**src/rtl/tcw_pkg.sv**
```systemverilog
// Shared types and constants of the text console writer.
package tcw_pkg;

    localparam int FUNC_W   = 2;
    localparam int CHAR_W   = 8;
    localparam int COLOR_W  = 4;
    localparam int RROW_W   = 5;
    localparam int RCOL_W   = 7;
    localparam int OROW_W   = 5;
    localparam int OCOL_W   = 7;
    localparam int OFS_W    = 11;
    localparam int CELL_W   = 16;

    localparam logic [FUNC_W-1:0] FUNC_PUT    = 2'd0;
    localparam logic [FUNC_W-1:0] FUNC_COLORS = 2'd1;
    localparam logic [FUNC_W-1:0] FUNC_CLEAR  = 2'd2;
    localparam logic [FUNC_W-1:0] FUNC_READ   = 2'd3;

    localparam logic [CHAR_W-1:0] NEWLINE_CODE = 8'h0A;
    localparam logic [CHAR_W-1:0] SPACE_CODE   = 8'h20;
    localparam logic [7:0]        CLEAR_ATTR   = 8'h07;

    typedef struct packed {
        logic [OROW_W-1:0] pos_row;
        logic [OCOL_W-1:0] pos_col;
        logic [OFS_W-1:0]  cursor_offset;
        logic [CHAR_W-1:0] cell_char;
        logic [7:0]        cell_attr;
    } res_t;

endpackage

```
**src/rtl/tcw_ctrl.sv**
```systemverilog
// Console sequencer: cursor state, shared pointer unit and memory sweeps.
module tcw_ctrl #(
    parameter int COLUMNS = 80,
    parameter int ROWS    = 25,
    localparam int CELLS  = ROWS * COLUMNS,
    localparam int ADDR_W = $clog2(CELLS)
) (
    input  logic                          aclk,
    input  logic                          aresetn,
    input  logic                          s_valid,
    output logic                          s_ready,
    input  logic [tcw_pkg::FUNC_W-1:0]    s_func,
    input  logic [tcw_pkg::CHAR_W-1:0]    s_char_code,
    input  logic [tcw_pkg::COLOR_W-1:0]   s_fg_color,
    input  logic [tcw_pkg::COLOR_W-1:0]   s_bg_color,
    input  logic [tcw_pkg::RROW_W-1:0]    s_read_row,
    input  logic [tcw_pkg::RCOL_W-1:0]    s_read_col,
    input  logic                          out_free,
    output logic                          res_valid,
    output tcw_pkg::res_t                 res,
    output logic                          ram_we,
    output logic [ADDR_W-1:0]             ram_waddr,
    output logic [tcw_pkg::CELL_W-1:0]    ram_wdata,
    output logic                          ram_re,
    output logic [ADDR_W-1:0]             ram_raddr,
    input  logic [tcw_pkg::CELL_W-1:0]    ram_rdata
);

    localparam int ROW_W = $clog2(ROWS);
    localparam int COL_W = $clog2(COLUMNS);
    localparam int RW = (ROW_W > tcw_pkg::OROW_W) ? ROW_W : tcw_pkg::OROW_W;
    localparam int CW = (COL_W > tcw_pkg::OCOL_W) ? COL_W : tcw_pkg::OCOL_W;
    localparam int AW = (ADDR_W > tcw_pkg::OFS_W) ? ADDR_W : tcw_pkg::OFS_W;

    localparam logic [ADDR_W-1:0] LAST_ADDR     = ADDR_W'(CELLS - 1);
    localparam logic [ADDR_W-1:0] COL_STEP      = ADDR_W'(COLUMNS);
    localparam logic [ADDR_W-1:0] LAST_ROW_BASE = ADDR_W'((ROWS - 1) * COLUMNS);
    localparam logic [ROW_W-1:0]  LAST_ROW      = ROW_W'(ROWS - 1);
    localparam logic [COL_W-1:0]  LAST_COL      = COL_W'(COLUMNS - 1);

    localparam logic [3:0] ST_CLR_INIT = 4'd0;
    localparam logic [3:0] ST_IDLE     = 4'd1;
    localparam logic [3:0] ST_EXEC     = 4'd2;
    localparam logic [3:0] ST_SCROLL   = 4'd3;
    localparam logic [3:0] ST_SCR_END  = 4'd4;
    localparam logic [3:0] ST_FILL     = 4'd5;
    localparam logic [3:0] ST_RD_ISSUE = 4'd6;
    localparam logic [3:0] ST_RD_WAIT  = 4'd7;
    localparam logic [3:0] ST_FIN      = 4'd8;

    logic [3:0]                   state_reg, state_next;
    logic [ROW_W-1:0]             row_reg, row_next;
    logic [COL_W-1:0]             col_reg, col_next;
    logic [ADDR_W-1:0]            base_reg, base_next;
    logic [ADDR_W-1:0]            cur_reg, cur_next;
    logic [7:0]                   attr_reg, attr_next;
    logic [ADDR_W-1:0]            ptr_reg, ptr_next;
    logic                         cp_valid_reg, cp_valid_next;
    logic [ADDR_W-1:0]            cp_dst_reg, cp_dst_next;
    logic [ADDR_W-1:0]            rd_addr_reg, rd_addr_next;
    logic [tcw_pkg::CHAR_W-1:0]   cchar_reg, cchar_next;
    logic [7:0]                   cattr_reg, cattr_next;

    logic [tcw_pkg::FUNC_W-1:0]   func_reg;
    logic [tcw_pkg::CHAR_W-1:0]   char_reg;
    logic [tcw_pkg::COLOR_W-1:0]  fg_reg;
    logic [tcw_pkg::COLOR_W-1:0]  bg_reg;
    logic [tcw_pkg::RROW_W-1:0]   rrow_reg;
    logic [tcw_pkg::RCOL_W-1:0]   rcol_reg;

    // shared pointer unit: one incrementer and one end compare
    logic [ADDR_W-1:0] ptr_inc;
    logic              ptr_last;
    assign ptr_inc  = ptr_reg + 1'b1;
    assign ptr_last = (ptr_reg == LAST_ADDR);

    logic is_nl, do_nl, in_range;
    logic [ADDR_W-1:0] rd_addr_calc;
    assign is_nl    = (char_reg == tcw_pkg::NEWLINE_CODE);
    assign do_nl    = is_nl || (col_reg == LAST_COL);
    assign in_range = (32'(rrow_reg) < ROWS) && (32'(rcol_reg) < COLUMNS);
    assign rd_addr_calc = ADDR_W'(32'(rrow_reg) * COLUMNS + 32'(rcol_reg));

    logic [RW-1:0] row_wide;
    logic [CW-1:0] col_wide;
    logic [AW-1:0] ofs_wide;
    assign row_wide = RW'(row_reg);
    assign col_wide = CW'(col_reg);
    assign ofs_wide = AW'(cur_reg);

    assign s_ready   = (state_reg == ST_IDLE);
    assign res_valid = (state_reg == ST_FIN) && out_free;

    always_comb begin
        res.pos_row       = row_wide[tcw_pkg::OROW_W-1:0];
        res.pos_col       = col_wide[tcw_pkg::OCOL_W-1:0];
        res.cursor_offset = ofs_wide[tcw_pkg::OFS_W-1:0];
        res.cell_char     = cchar_reg;
        res.cell_attr     = cattr_reg;
    end

    always_comb begin
        state_next    = state_reg;
        row_next      = row_reg;
        col_next      = col_reg;
        base_next     = base_reg;
        cur_next      = cur_reg;
        attr_next     = attr_reg;
        ptr_next      = ptr_reg;
        cp_valid_next = cp_valid_reg;
        cp_dst_next   = cp_dst_reg;
        rd_addr_next  = rd_addr_reg;
        cchar_next    = cchar_reg;
        cattr_next    = cattr_reg;
        ram_we        = 1'b0;
        ram_waddr     = ptr_reg;
        ram_wdata     = {attr_reg, tcw_pkg::SPACE_CODE};
        ram_re        = 1'b0;
        ram_raddr     = ptr_reg;

        unique case (state_reg)
            ST_CLR_INIT: begin
                ram_we    = 1'b1;
                ram_wdata = '0;
                ptr_next  = ptr_inc;
                if (ptr_last) begin
                    state_next = ST_IDLE;
                end
            end
            ST_IDLE: begin
                if (s_valid) begin
                    state_next = ST_EXEC;
                end
            end
            ST_EXEC: begin
                cchar_next = '0;
                cattr_next = '0;
                state_next = ST_FIN;
                unique case (func_reg)
                    tcw_pkg::FUNC_PUT: begin
                        if (!is_nl) begin
                            ram_we    = 1'b1;
                            ram_waddr = cur_reg;
                            ram_wdata = {attr_reg, char_reg};
                        end
                        if (!do_nl) begin
                            col_next = col_reg + 1'b1;
                            cur_next = cur_reg + 1'b1;
                        end else begin
                            col_next = '0;
                            if (row_reg == LAST_ROW) begin
                                cur_next      = base_reg;
                                ptr_next      = COL_STEP;
                                cp_valid_next = 1'b0;
                                state_next    = ST_SCROLL;
                            end else begin
                                row_next  = row_reg + 1'b1;
                                base_next = base_reg + COL_STEP;
                                cur_next  = base_reg + COL_STEP;
                            end
                        end
                    end
                    tcw_pkg::FUNC_COLORS: begin
                        attr_next = {bg_reg, fg_reg};
                    end
                    tcw_pkg::FUNC_CLEAR: begin
                        attr_next  = tcw_pkg::CLEAR_ATTR;
                        row_next   = '0;
                        col_next   = '0;
                        base_next  = '0;
                        cur_next   = '0;
                        ptr_next   = '0;
                        state_next = ST_FILL;
                    end
                    tcw_pkg::FUNC_READ: begin
                        if (in_range) begin
                            rd_addr_next = rd_addr_calc;
                            state_next   = ST_RD_ISSUE;
                        end
                    end
                    default: begin
                        state_next = ST_FIN;
                    end
                endcase
            end
            ST_SCROLL: begin
                // read one row ahead, write the cell fetched last cycle
                ram_re        = 1'b1;
                ram_we        = cp_valid_reg;
                ram_waddr     = cp_dst_reg;
                ram_wdata     = ram_rdata;
                cp_valid_next = 1'b1;
                cp_dst_next   = ptr_reg - COL_STEP;
                ptr_next      = ptr_inc;
                if (ptr_last) begin
                    state_next = ST_SCR_END;
                end
            end
            ST_SCR_END: begin
                ram_we        = cp_valid_reg;
                ram_waddr     = cp_dst_reg;
                ram_wdata     = ram_rdata;
                cp_valid_next = 1'b0;
                ptr_next      = LAST_ROW_BASE;
                state_next    = ST_FILL;
            end
            ST_FILL: begin
                ram_we   = 1'b1;
                ptr_next = ptr_inc;
                if (ptr_last) begin
                    state_next = ST_FIN;
                end
            end
            ST_RD_ISSUE: begin
                ram_re     = 1'b1;
                ram_raddr  = rd_addr_reg;
                state_next = ST_RD_WAIT;
            end
            ST_RD_WAIT: begin
                cchar_next = ram_rdata[7:0];
                cattr_next = ram_rdata[15:8];
                state_next = ST_FIN;
            end
            ST_FIN: begin
                if (out_free) begin
                    state_next = ST_IDLE;
                end
            end
            default: begin
                state_next = ST_IDLE;
            end
        endcase
    end

    always_ff @(posedge aclk) begin
        if (!aresetn) begin
            state_reg    <= ST_CLR_INIT;
            row_reg      <= '0;
            col_reg      <= '0;
            base_reg     <= '0;
            cur_reg      <= '0;
            attr_reg     <= '0;
            ptr_reg      <= '0;
            cp_valid_reg <= 1'b0;
        end else begin
            state_reg    <= state_next;
            row_reg      <= row_next;
            col_reg      <= col_next;
            base_reg     <= base_next;
            cur_reg      <= cur_next;
            attr_reg     <= attr_next;
            ptr_reg      <= ptr_next;
            cp_valid_reg <= cp_valid_next;
        end
    end

    always_ff @(posedge aclk) begin
        cp_dst_reg  <= cp_dst_next;
        rd_addr_reg <= rd_addr_next;
        cchar_reg   <= cchar_next;
        cattr_reg   <= cattr_next;
    end

    // item capture
    always_ff @(posedge aclk) begin
        if (s_valid && s_ready) begin
            func_reg <= s_func;
            char_reg <= s_char_code;
            fg_reg   <= s_fg_color;
            bg_reg   <= s_bg_color;
            rrow_reg <= s_read_row;
            rcol_reg <= s_read_col;
        end
    end

endmodule

```
**config.mk**
```make
export PLATFORM = sky130hd
export DESIGN_NAME = tcw_ctrl
export DESIGN_NICKNAME = d
export VERILOG_FILES = /design/src/rtl/tcw_pkg.sv /design/src/rtl/tcw_ctrl.sv
export SDC_FILE = /design/constraint.sdc
export NUM_CORES = 1
export LEC_CHECK = 0
export BUFFER_PORTS_ARGS = -buffer_cell sky130_fd_sc_hd__buf_4
export CELL_PAD_IN_SITES_DETAIL_PLACEMENT = 1
export CELL_PAD_IN_SITES_GLOBAL_PLACEMENT = 2
export CORE_ASPECT_RATIO = 0.7
export CORE_UTILIZATION = 30
export CTS_CLUSTER_DIAMETER = 150
export DETAILED_ROUTE_END_ITERATION = 10
export PLACE_DENSITY_LB_ADDON = 0.1
export SYNTH_ARGS = -nofsm -noshare
export SYNTH_HDL_FRONTEND = slang
export SYNTH_SLANG_ARGS = --single-unit
```
**constraint.sdc**
```tcl
create_clock -name aclk -period 2.55 [get_ports aclk]
set_input_delay 0.6375 -clock aclk [delete_from_list [all_inputs] [get_ports aclk]]
set_output_delay 0.6375 -clock aclk [all_outputs]
set_load 0.01 [all_outputs]
```
; After elaboration in Yosys (flattened, before gate mapping)
; Cells that the tools add are included.
[word_totals]
out_inout_bits = 81
inputBits = 50
reg_bits = 126
[classes]
multipliers = 1
n_lt_le_gt_ge = 2
n_mux = 42
addsub = 7
n_eq_ne = 28
n_reduce_logical = 23
[op_table]
columns = operator, count
row1 = $mux W11, 8
row2 = $pmux W11 S2, 4
row3 = $pmux W16 S3, 1
row4 = $pmux W8 S2, 3
row5 = $pmux W4 S9, 1
row6 = $pmux W11 S3, 1
row7 = $mux W4, 8
row8 = $add A11 B1 Y11 const B, 2
row9 = $ne A2 B2 Y1 const B, 9
row10 = $eq A4 B3 Y1 const B, 4
row11 = $mux W8, 2
row12 = $pmux W7 S2, 1
row13 = $pmux W4 S3, 1
row14 = $reduce_and A4 Y1, 3
row15 = $add A11 B7 Y11, 1
row16 = $add A11 B7 Y11 const B, 1
row17 = $eq A11 B11 Y1 const B, 1
row18 = $sub A11 B7 Y11 const B, 1
row19 = $mux W5, 2
row20 = $pmux W5 S2, 1
row21 = $eq A4 B2 Y1 const B, 2
row22 = $eq A8 B4 Y1 const B, 1
row23 = $add A7 B1 Y7 const B, 1
row24 = $eq A7 B7 Y1 const B, 1
row25 = 26 further kinds, 43

; Logic depth before layout (Yosys ltp)
; Gate-level depths: netlist (run 1).
[logic_depth]
word_depth = 5
depth_mapped = 8
ltp_nobuf = 8

; Worst setup path before layout (run 1)
; OpenSTA, ideal clock, no wires.
[synth_path]
path_type = register -> output
startpoint = reg func_reg[0] in the netlist's numbering
endpoint = out ram_wdata[3] in the netlist's numbering
t_arrival_ps = 1906
path_stages_with_launch = 7
path_buffers = 1
required_time_ps = 1913
slack_ps = 7
cell_sequence = edfxtp_1 inv_1 ha_1 clkinv_1 a211oi_4 clkbuf_1 a22o_1
[synth_between]
elab_chain_cells = 3
[synth_rtl]
columns = item, line_no
row1 = start: declaration, tcw_ctrl.sv:64  ; logic [tcw_pkg::FUNC_W-1:0] func_reg;
row2 = start signal: assignment, tcw_ctrl.sv:267  ; func_reg <= s_func;
row3 = $logic_not A2 Y1, tcw_ctrl.sv:139  ; unique case (func_reg)
row4 = $mux W8, tcw_ctrl.sv:139
row5 = $pmux W16 S3, tcw_ctrl.sv:121  ; unique case (state_reg)
row6 = end: declaration, tcw_ctrl.sv:23  ; output logic [tcw_pkg::CELL_W-1:0] ram_wdata,
; No other way between the ends.

; Final worst setup path (run 1)
[layout_path]
startpoint = reg state_reg[3]
endpoint = out ram_waddr[4]
[layout_between]
elab_chain_cells = 3
word_cells_on_any_way = 5
classes_between = 3 x eq/ne / 1 x mux / 1 x reduce/logical
[layout_rtl]
columns = item, line_no
row1 = start: declaration, tcw_ctrl.sv:51  ; logic [3:0] state_reg, state_next;
row2 = start signal: assignment, tcw_ctrl.sv:246  ; state_reg <= state_next;
row3 = $eq A4 B2 Y1 or $eq A4 B3 Y1 (tied branches), tcw_ctrl.sv:121
row4 = $reduce_or A2 Y1 (no source line), -
row5 = $pmux W11 S2 (*), tcw_ctrl.sv:121
row6 = end: declaration, tcw_ctrl.sv:22  ; output logic [ADDR_W-1:0] ram_waddr,
; Every way passes the cells marked *; elsewhere a longest branch is shown, timed or not.

==> results of run 1 <==
## cells in the mapped netlist (3+ instances only)
library cell | count | area share (%)
edfxtp_1 | 68 | 32
nand2_1 | 60 | 3.5
dfxtp_1 | 54 | 17
a21oi_1 | 47 | 3.7
nor2_1 | 38 | 2.2
and2_1 | 27 | 2.7
nor3_1 | 27 | 2.1
clkbuf_1 | 26 | 1.5
o21ai_0 | 26 | 2.0
ha_1 | 22 | 4.3
inv_1 | 16 | 0.94
a22o_1 | 15 | 2.1
nand3_1 | 15 | 1.2
xnor2_1 | 14 | 1.9
a22oi_1 | 11 | 1.3
a211oi_1 | 9 | 1.1
and3_1 | 9 | 0.88
mux2_2 | 9 | 1.6
nand2b_1 | 7 | 0.69
or3_1 | 7 | 0.69
xor2_1 | 6 | 0.83
a41oi_1 | 5 | 0.69
buf_2 | 5 | 0.39
nor3b_1 | 5 | 0.59
o22ai_1 | 5 | 0.49
a31oi_1 | 4 | 0.39
nand3b_1 | 4 | 0.47
nor4_1 | 4 | 0.39
o211ai_1 | 4 | 0.47
o311ai_0 | 4 | 0.55
a221oi_1 | 3 | 0.41
mux2i_1 | 3 | 0.47
nand4_1 | 3 | 0.29
o21a_1 | 3 | 0.35
o311a_1 | 3 | 0.47
o31ai_1 | 3 | 0.35
## layer usage
layer | routed length (µm) | part of all wire (%) | track usage (%)
met2 | 9760 | 46 | 31.5
met1 | 10300 | 49 | 27.7
met4 | 131 | 0.62 | 5.49
met5 | 0 | 0 | 0
met3 | 851 | 4.0 | 3.97
## layout make-up
| cell class | count | area share [%] |
|---|---|---|
| sequential | 122 | 35.1 |
| timing repair buffer | 191 | 17.8 |
| inverter | 18 | 0.772 |
| multi-input combinational | 454 | 36.0 |
| clock inverter | 9 | 1.40 |
| clock buffer | 22 | 5.09 |
| tap | 276 | 3.87 |
## how the worst max path moves through the flow
stage                            start              end  slack, ns
after CTS                 state_reg[3]     ram_waddr[4]      -0.24
after floorplan            func_reg[0]     ram_wdata[3]      0.007
after global routing       char_reg[6]     ram_waddr[4]      -0.29
after global placement    state_reg[1]    ram_wdata[10]       0.08
after detailed placement   rrow_reg[3]  rd_addr_reg[10]       0.04
final                     state_reg[3]     ram_waddr[4]      -0.22
## power groups by stage
stage / Clock (mW) / Combinational, mW / Sequential (mW)
CTS: 2.48 / 0.121 / 2.08
global placement: 0 / 0.118 / 2.12
global route: 2.56 / 0.129 / 2.08
floorplan: 0 / 0.0326 / 2.11
finish: 2.42 / 0.119 / 2.08
detailed placement: 0 / 0.120 / 2.12
## worst max-delay path: stages (launching register included)
cell      delay, ns
dfxtp_2        0.33
or4b_4         0.56
a211oi_4       0.21
buf_12         0.17
nor3_2         0.04
a221o_1        0.29
buf_6          0.13
## kinds of logic after synthesis
family                     count (synthesis)  share of synthesized area, %
muxes                                     12                          2.06
DFF                                      122                          49.0
adders and majority gates                 24                          4.95
buffers and inverters                     53                          3.46
xor gates and xnor gates                  20                          2.75
AOI/OAI and AO/OA                        169                          18.5
and+or+nand+nor                          228                          19.2
## what timing repair did
| action | 4_1_cts | 5_1_grt |
|---|---|---|
| gates resized for setup | 43 | 31 |
| setup buffers | 10 | 8 |
| pin swaps | 11 | 18 |
| gates cloned | 2 | 2 |
| endpoints found under the setup margin | 37 | 51 |
## metrics by stage
| step | worst slack, ns | TNS (ns) |
|---|---|---|
| floorplan | 0.00651 | 0 |
| global placement | 0.0767 | 0 |
| detailed placement | 0.0378 | 0 |
| CTS | -0.243 | -3.76 |
| global route | -0.295 | -4.99 |
| finish | -0.219 | -2.92 |
==> results.cfg, run 1 <==
[cells_and_area]
instances_no_fill = 1092
nNetsFinal = 878
finalInstanceArea_um2 = 8920
syn2layout_area_growth_pct = 40.0
seq_area_um2 = 3130
layout_common_cells = buf_4 (169), edfxtp_1 (68), nand2_1 (59), dfxtp_1 (50), a21oi_1 (46)
fin_util_pct = 43.0
antenna_cells = 0
multi_input_area_um2 = 3210
final_layout_size_suffix_gt1_share_pct = 33.9
final_common_cell = buf_4
nFillCells = 2293

[clock_network]
cts.clk_slew.worst_paths_ns = 0.06
cts_tree = yes
cts_buffers = 17
clockBufferDepth = 2
cts_hold_buf = 0
cts_sinks = 122
root_buffer = clkbuf_16
insertion_delay_ns = 0.41
h-tree-depth = 4

[yosys]
syn_inst = 628
yosysWarnings = 0
synthArstFlopShare_pct = 0
synth_edf_count = 68
ys_seq_area_share_pct = 49.0
yosysUniqueCellTypes = 78
synth_nets = 702
synth-seq-cells = 122
postSynthAreaPerCell_um2 = 10.1
synth_flop_cell = edfxtp_1
synth_area_um2 = 6370

[placement]
portBuffers = 130
gp_congestion = 0.822
hpwl_um = 15300
dpl-instance-area_um2 = 7860
dp.cells = 1040

[power_and_ir_drop]
intPower_mw = 3.69
clkPwrFrac_pct = 52.5
combPwrFrac_pct = 2.6
p_sw_mw = 0.932
seq_power_share_pct = 45.0
power_mw = 4.62
power_density_nw_per_um2 = 518
swShare_pct = 20.2
ir_drop_mv = 0.472
leakagePower_nw = 3.49

[critical_path]
start_kind = register
r2r_slack_ns = 0.09
r2r-end = col_reg[5]
r2r-start = state_reg[3]
required_ns = 1.91
arrival_ns = 2.13
crit_fanout = 7
critPathKind = reg2out
rr_worst_depth = 9
cp-end-kind = output port

[hold_path]
hold_end = rrow_reg[3]
hold_start = s_read_row[3]
holdPathStages = 1
hold_class = in2reg

[routing]
drt_iter0_markers = 300
via_per_inst = 5.21
dr.pass1.iters = 4
drt_wl_total_um = 21100
vias = 5693
ant_nets = 0
post_drt_wl_per_cell_um = 19.3
drc = 0

[timing]
setup_viol = 27
finalCritPeriodShare_pct = 109
rsz0062_at_grt = yes
tightest_slew_ns = 1.07
drv_slew = 0
clock_skew_ns = 0.0123
holdWs_ns = 0.398
hold_viol = 0
slew_headroom_pct = 28.1
min_period_ns = 2.77
fin_ws_ns = -0.219
fmax_ghz = 0.361

[status]
status = complete, but fails checks
violations = setup timing

[floorplan]
coreArea_um2 = 20800
die_x_um = 176
num_rows = 44
pin_count = 131
initial_core_util_pct = 30.7
chipHeight_um = 124
die_area_um2 = 21800

[grt]
grt_max_degree = 31
grt_pass1_vias = 5867
track_usage_pct = 19.9
grt_first_pass_wirelength_um = 33100
antenna_found_initial = 0
grt_overflow = 0

[job]
max_cap_viol_count = 0
(Power assumes the default switching activity.)
==> inputs of run 2 (changes only) <==
==> constraint.sdc (replaced) <==
create_clock -name aclk -period 2.55 [get_ports aclk]
set_input_delay 0.6375 -clock aclk [delete_from_list [all_inputs] [get_ports aclk]]
set_output_delay 0.6375 -clock aclk [all_outputs]
set_load 0.02 [all_outputs]
==> run 2 against run 1 <==
Effect of this change: the flow still finishes with violations (setup timing); critical path depth did not move; first-iteration DRC count rose by 6.3%; clock power fell by 8.7%; combinational power rose by 10%; non-clock buffer count rose by 8; routed wire length rose by 1.6%; clock skew fell by 0.0021 ns; critical path type unchanged.
==> results.cfg, run 2 (synthesis gave the netlist of run 1 again) <==
[cells_and_area]
fin_util_pct = 43.3
final_common_cell = buf_4
syn2layout_area_growth_pct = 41.2
multi_input_area_um2 = 3200
nFillCells = 2295
final_layout_size_suffix_gt1_share_pct = 34.3
layout_common_cells = buf_4 (154), edfxtp_1 (68), nand2_1 (58), dfxtp_1 (50), a21oi_1 (46)
nNetsFinal = 885
seq_area_um2 = 3130
finalInstanceArea_um2 = 8990
antenna_cells = 0
instances_no_fill = 1100

[placement]
portBuffers = 130
dpl-instance-area_um2 = 7870
dp.cells = 1041
hpwl_um = 15400
gp_congestion = 0.846

[timing]
fmax_ghz = 0.356
finalCritPeriodShare_pct = 110
fin_ws_ns = -0.261
drv_slew = 0
setup_viol = 23
hold_viol = 0
min_period_ns = 2.81
holdWs_ns = 0.388
rsz0062_at_grt = yes
tightest_slew_ns = 0.943
clock_skew_ns = 0.0102
slew_headroom_pct = 36.9

[routing]
drt_iter0_markers = 319
ant_nets = 0
dr.pass1.iters = 4
vias = 5749
via_per_inst = 5.23
drc = 0
drt_wl_total_um = 21400
post_drt_wl_per_cell_um = 19.5

[hold_path]
hold_class = in2reg

[critical_path]
critPathKind = reg2out
cp-end-kind = output port
r2r-end = col_reg[5]
slowest_stage = edfxtp_1
start_kind = register
r2r-start = state_reg[0]
required_ns = 1.91
rr_worst_depth = 9
r2r_slack_ns = 0.09
crit_fanout = 3
arrival_ns = 2.17
startpoint = char_reg[4]
critPathMaxStageDelay_ns = 0.43
path_cells = nor4_4 > and2_1 > o31a_1 > nor4_2 > nor3_1 > buf_4
crit_path_end = ram_wdata[5]

[grt]
grt_first_pass_wirelength_um = 32800
grt_max_degree = 31
track_usage_pct = 20.0
grt_overflow = 0
antenna_found_initial = 0
grt_pass1_vias = 5843

[clock_network]
cts_tree = yes
clockBufferDepth = 2
insertion_delay_ns = 0.42
h-tree-depth = 4
cts_buffers = 17
root_buffer = clkbuf_16
cts.clk_slew.worst_paths_ns = 0.06
cts_sinks = 122

[floorplan]
die_x_um = 176
coreArea_um2 = 20800
chipHeight_um = 124
num_rows = 44
pin_count = 131
die_area_um2 = 21800
initial_core_util_pct = 30.7

[job]
max_cap_viol_count = 0

[status]
violations = setup timing
status = complete, but fails checks

[power_and_ir_drop]
ir_drop_mv = 0.425
leakagePower_nw = 3.52
power_density_nw_per_um2 = 492
## run 2: report_power, final
group	internal, mW	switching, mW
clock network	1.34	0.873
logic	0.0735	0.0579
registers	2.07	0.00892
## run 2: per-layer routing
| layer | vias to the layer above | track usage, % | share of wire (%) |
|---|---|---|---|
| met5 | - | 0 | 0 |
| met4 | 0 | 6.03 | 0.76 |
| met3 | 12 | 4.33 | 4.5 |
| met2 | 128 | 31.4 | 46 |
| met1 | 2873 | 27.4 | 49 |
| li1 | 2736 | - | - |
## run 2: worst max-delay path, delay by kind of cell, from the launching register on
kind            cells  cell delay [ns]
compound gates      1             0.16
buf+inv             1             0.20
flops               1             0.43
simple gates        4             0.96
## run 2: timing repair
action | in CTS | in global routing
hold buffers | 0 | 0
resized for setup | 45 | 50
pin swaps | 8 | 14
gates cloned | 1 | 2
buffers inserted | 11 | 14
setup endpoints to repair | 40 | 51
## run 2: final cells by class
class                      instances  area share, %
multi-input combinational        453           35.6
sequential                       122           34.8
timing repair buffer             199           19.0
clock buffer                      21           5.01
tap                              276           3.84
clock inverter                    11          0.891
inverter                          18          0.765
## run 2: metrics by stage
stage	setup WS (ns)	setup TNS, ns	total power [mW]
final	-0.261	-3.45	4.42
after global routing	-0.319	-5.93	4.57
after CTS	-0.278	-4.66	4.48
after detailed placement	0.00790	0	2.25
after global placement	0.0697	0	2.25
after floorplan	0.0286	0	2.15
## run 2: worst min path at each step
stage	end	cells after the start	startpoint
6_report	fg_reg[0]	1	s_fg_color[0]
5_1_grt	char_reg[6]	1	s_char_code[6]
4_1_cts	fg_reg[0]	1	s_fg_color[0]
3_5_place_dp	rd_addr_reg[0]	0	rcol_reg[0]
3_3_place_gp	rd_addr_reg[0]	0	rcol_reg[0]
2_1_floorplan	rd_addr_reg[0]	0	rcol_reg[0]
==> inputs of run 3 (changes only) <==
--- a/config.mk
+++ b/config.mk
@@ -13,6 +13,7 @@
 export CTS_CLUSTER_DIAMETER = 150
 export DETAILED_ROUTE_END_ITERATION = 10
 export PLACE_DENSITY_LB_ADDON = 0.1
+export SKIP_LAST_GASP = 1
 export SYNTH_ARGS = -nofsm -noshare
 export SYNTH_HDL_FRONTEND = slang
 export SYNTH_SLANG_ARGS = --single-unit
==> run 3 against run 2 <==
Effect of this change: the run still ends with setup timing left; routed wire length fell by 0.31%; die area unchanged; clock power hardly changed; clock skew increased by 0.0029 ns; sequential cell count stayed put; non-clock buffer count unchanged; via count fell by 0.83%; register-to-register slack lost 0.09 ns; highest routed layer unchanged.
==> results.cfg, run 3 (synthesis gave the netlist of run 1 again) <==
[timing]
rsz0062_at_grt = yes
fmax_ghz = 0.356
finalCritPeriodShare_pct = 110
hold_viol = 0
slew_headroom_pct = 23.5
tightest_slew_ns = 1.14
setup_viol = 22
drv_slew = 0
clock_skew_ns = 0.0131
min_period_ns = 2.81
fin_ws_ns = -0.258

[clock_network]
cts_buffers = 17
cts_tree = yes
cts_sinks = 122
cts.clk_slew.worst_paths_ns = 0.06
h-tree-depth = 4
root_buffer = clkbuf_16
clockBufferDepth = 2
insertion_delay_ns = 0.42

[critical_path]
start_kind = register
rr_worst_depth = 9
crit_fanout = 3
critPathKind = reg2out
cp-end-kind = output port
arrival_ns = 2.17
required_ns = 1.91

[power_and_ir_drop]
ir_drop_mv = 0.423
power_density_nw_per_um2 = 492
leakagePower_nw = 3.53

[grt]
antenna_found_initial = 0
grt_first_pass_wirelength_um = 32800
track_usage_pct = 19.9
grt_overflow = 0
grt_pass1_vias = 5828
grt_max_degree = 31

[floorplan]
die_area_um2 = 21800
pin_count = 131
num_rows = 44
chipHeight_um = 124
die_x_um = 176
coreArea_um2 = 20800
initial_core_util_pct = 30.7

[hold_path]
hold_class = in2reg
holdPathStages = 1

[routing]
drt_wl_total_um = 21400
ant_nets = 0
via_per_inst = 5.18
dr.pass1.iters = 4
drt_iter0_markers = 291
post_drt_wl_per_cell_um = 19.4
drc = 0
vias = 5701

[placement]
hpwl_um = 15400
dp.cells = 1041
gp_congestion = 0.846
portBuffers = 130
dpl-instance-area_um2 = 7870

[cells_and_area]
final_common_cell = buf_4
final_layout_size_suffix_gt1_share_pct = 34.1
fin_util_pct = 43.3
syn2layout_area_growth_pct = 41.3
instances_no_fill = 1100
antenna_cells = 0
layout_common_cells = buf_4 (158), edfxtp_1 (68), nand2_1 (59), dfxtp_1 (50), a21oi_1 (47)
nNetsFinal = 885
finalInstanceArea_um2 = 9000

[job]
max_cap_viol_count = 0

[status]
status = complete, but fails checks
violations = setup timing
==> run 3: through the flow <==
| stage | power, mW | setup WS (ns) | hold slack (ns) | TNS, ns |
|---|---|---|---|---|
| global placement | 2.25 | 0.0697 | 0.405 | 0 |
| finish | 4.43 | -0.258 | 0.391 | -3.52 |
| global route | 4.57 | -0.320 | 0.365 | -6.45 |
| CTS | 4.48 | -0.278 | 0.362 | -4.95 |
| detailed placement | 2.25 | 0.00790 | 0.408 | 0 |
| floorplan | 2.15 | 0.0286 | 0.400 | 0 |
==> run 3: worst max-delay path: stages, from the launching register on <==
cell and delay [ns]:
edfxtp_1 0.43, nor4_4 0.42, and2_1 0.23, o31a_1 0.16, nor4_2 0.05, nor3_1 0.26
buf_4 0.20
==> run 3: power by group <==
part	total [mW]	switching [mW]	internal, mW
combinational	0.135	0.0587	0.0762
sequential	2.08	0.00950	2.07
clock	2.22	0.875	1.34
total	4.43	0.943	3.49
==> run 3: layer usage <==
layer	track usage (%)	share of wire (%)	vias up
li1	-	-	2735
met1	27.4	49	2836
met2	31.3	46	118
met3	4.33	4.6	12
met4	6.03	0.75	0
met5	0	0	-
==> run 3: final timing paths <==
check | slack, ns | endpoint | start
hold reg to reg | 0.42 | rd_addr_reg[0] | rcol_reg[0]
hold / removal | 0.39 | func_reg[1] | s_func[1]
setup reg to reg | 0 | col_reg[5] | state_reg[0]
setup / recovery | -0.26 | ram_wdata[5] | char_reg[4]
==> run 3: layout make-up <==
| cell class | count | area, µm² |
|---|---|---|
| fill | 2297 | 11800 |
| multi-input combinational | 453 | 3220 |
| sequential | 122 | 3130 |
| timing repair buffer | 199 | 1700 |
| clock buffer | 21 | 450 |
| tap | 276 | 345 |
| clock inverter | 11 | 80.1 |
| inverter | 18 | 68.8 |
==> run 3: what timing repair did <==
| item | CTS | global route |
|---|---|---|
| endpoints found under the setup margin | 40 | 52 |
| setup buffers | 11 | 14 |
| gates cloned | 1 | 2 |
| gates resized for setup | 43 | 52 |
| hold buffers | 0 | 0 |
| pin swaps | 6 | 16 |
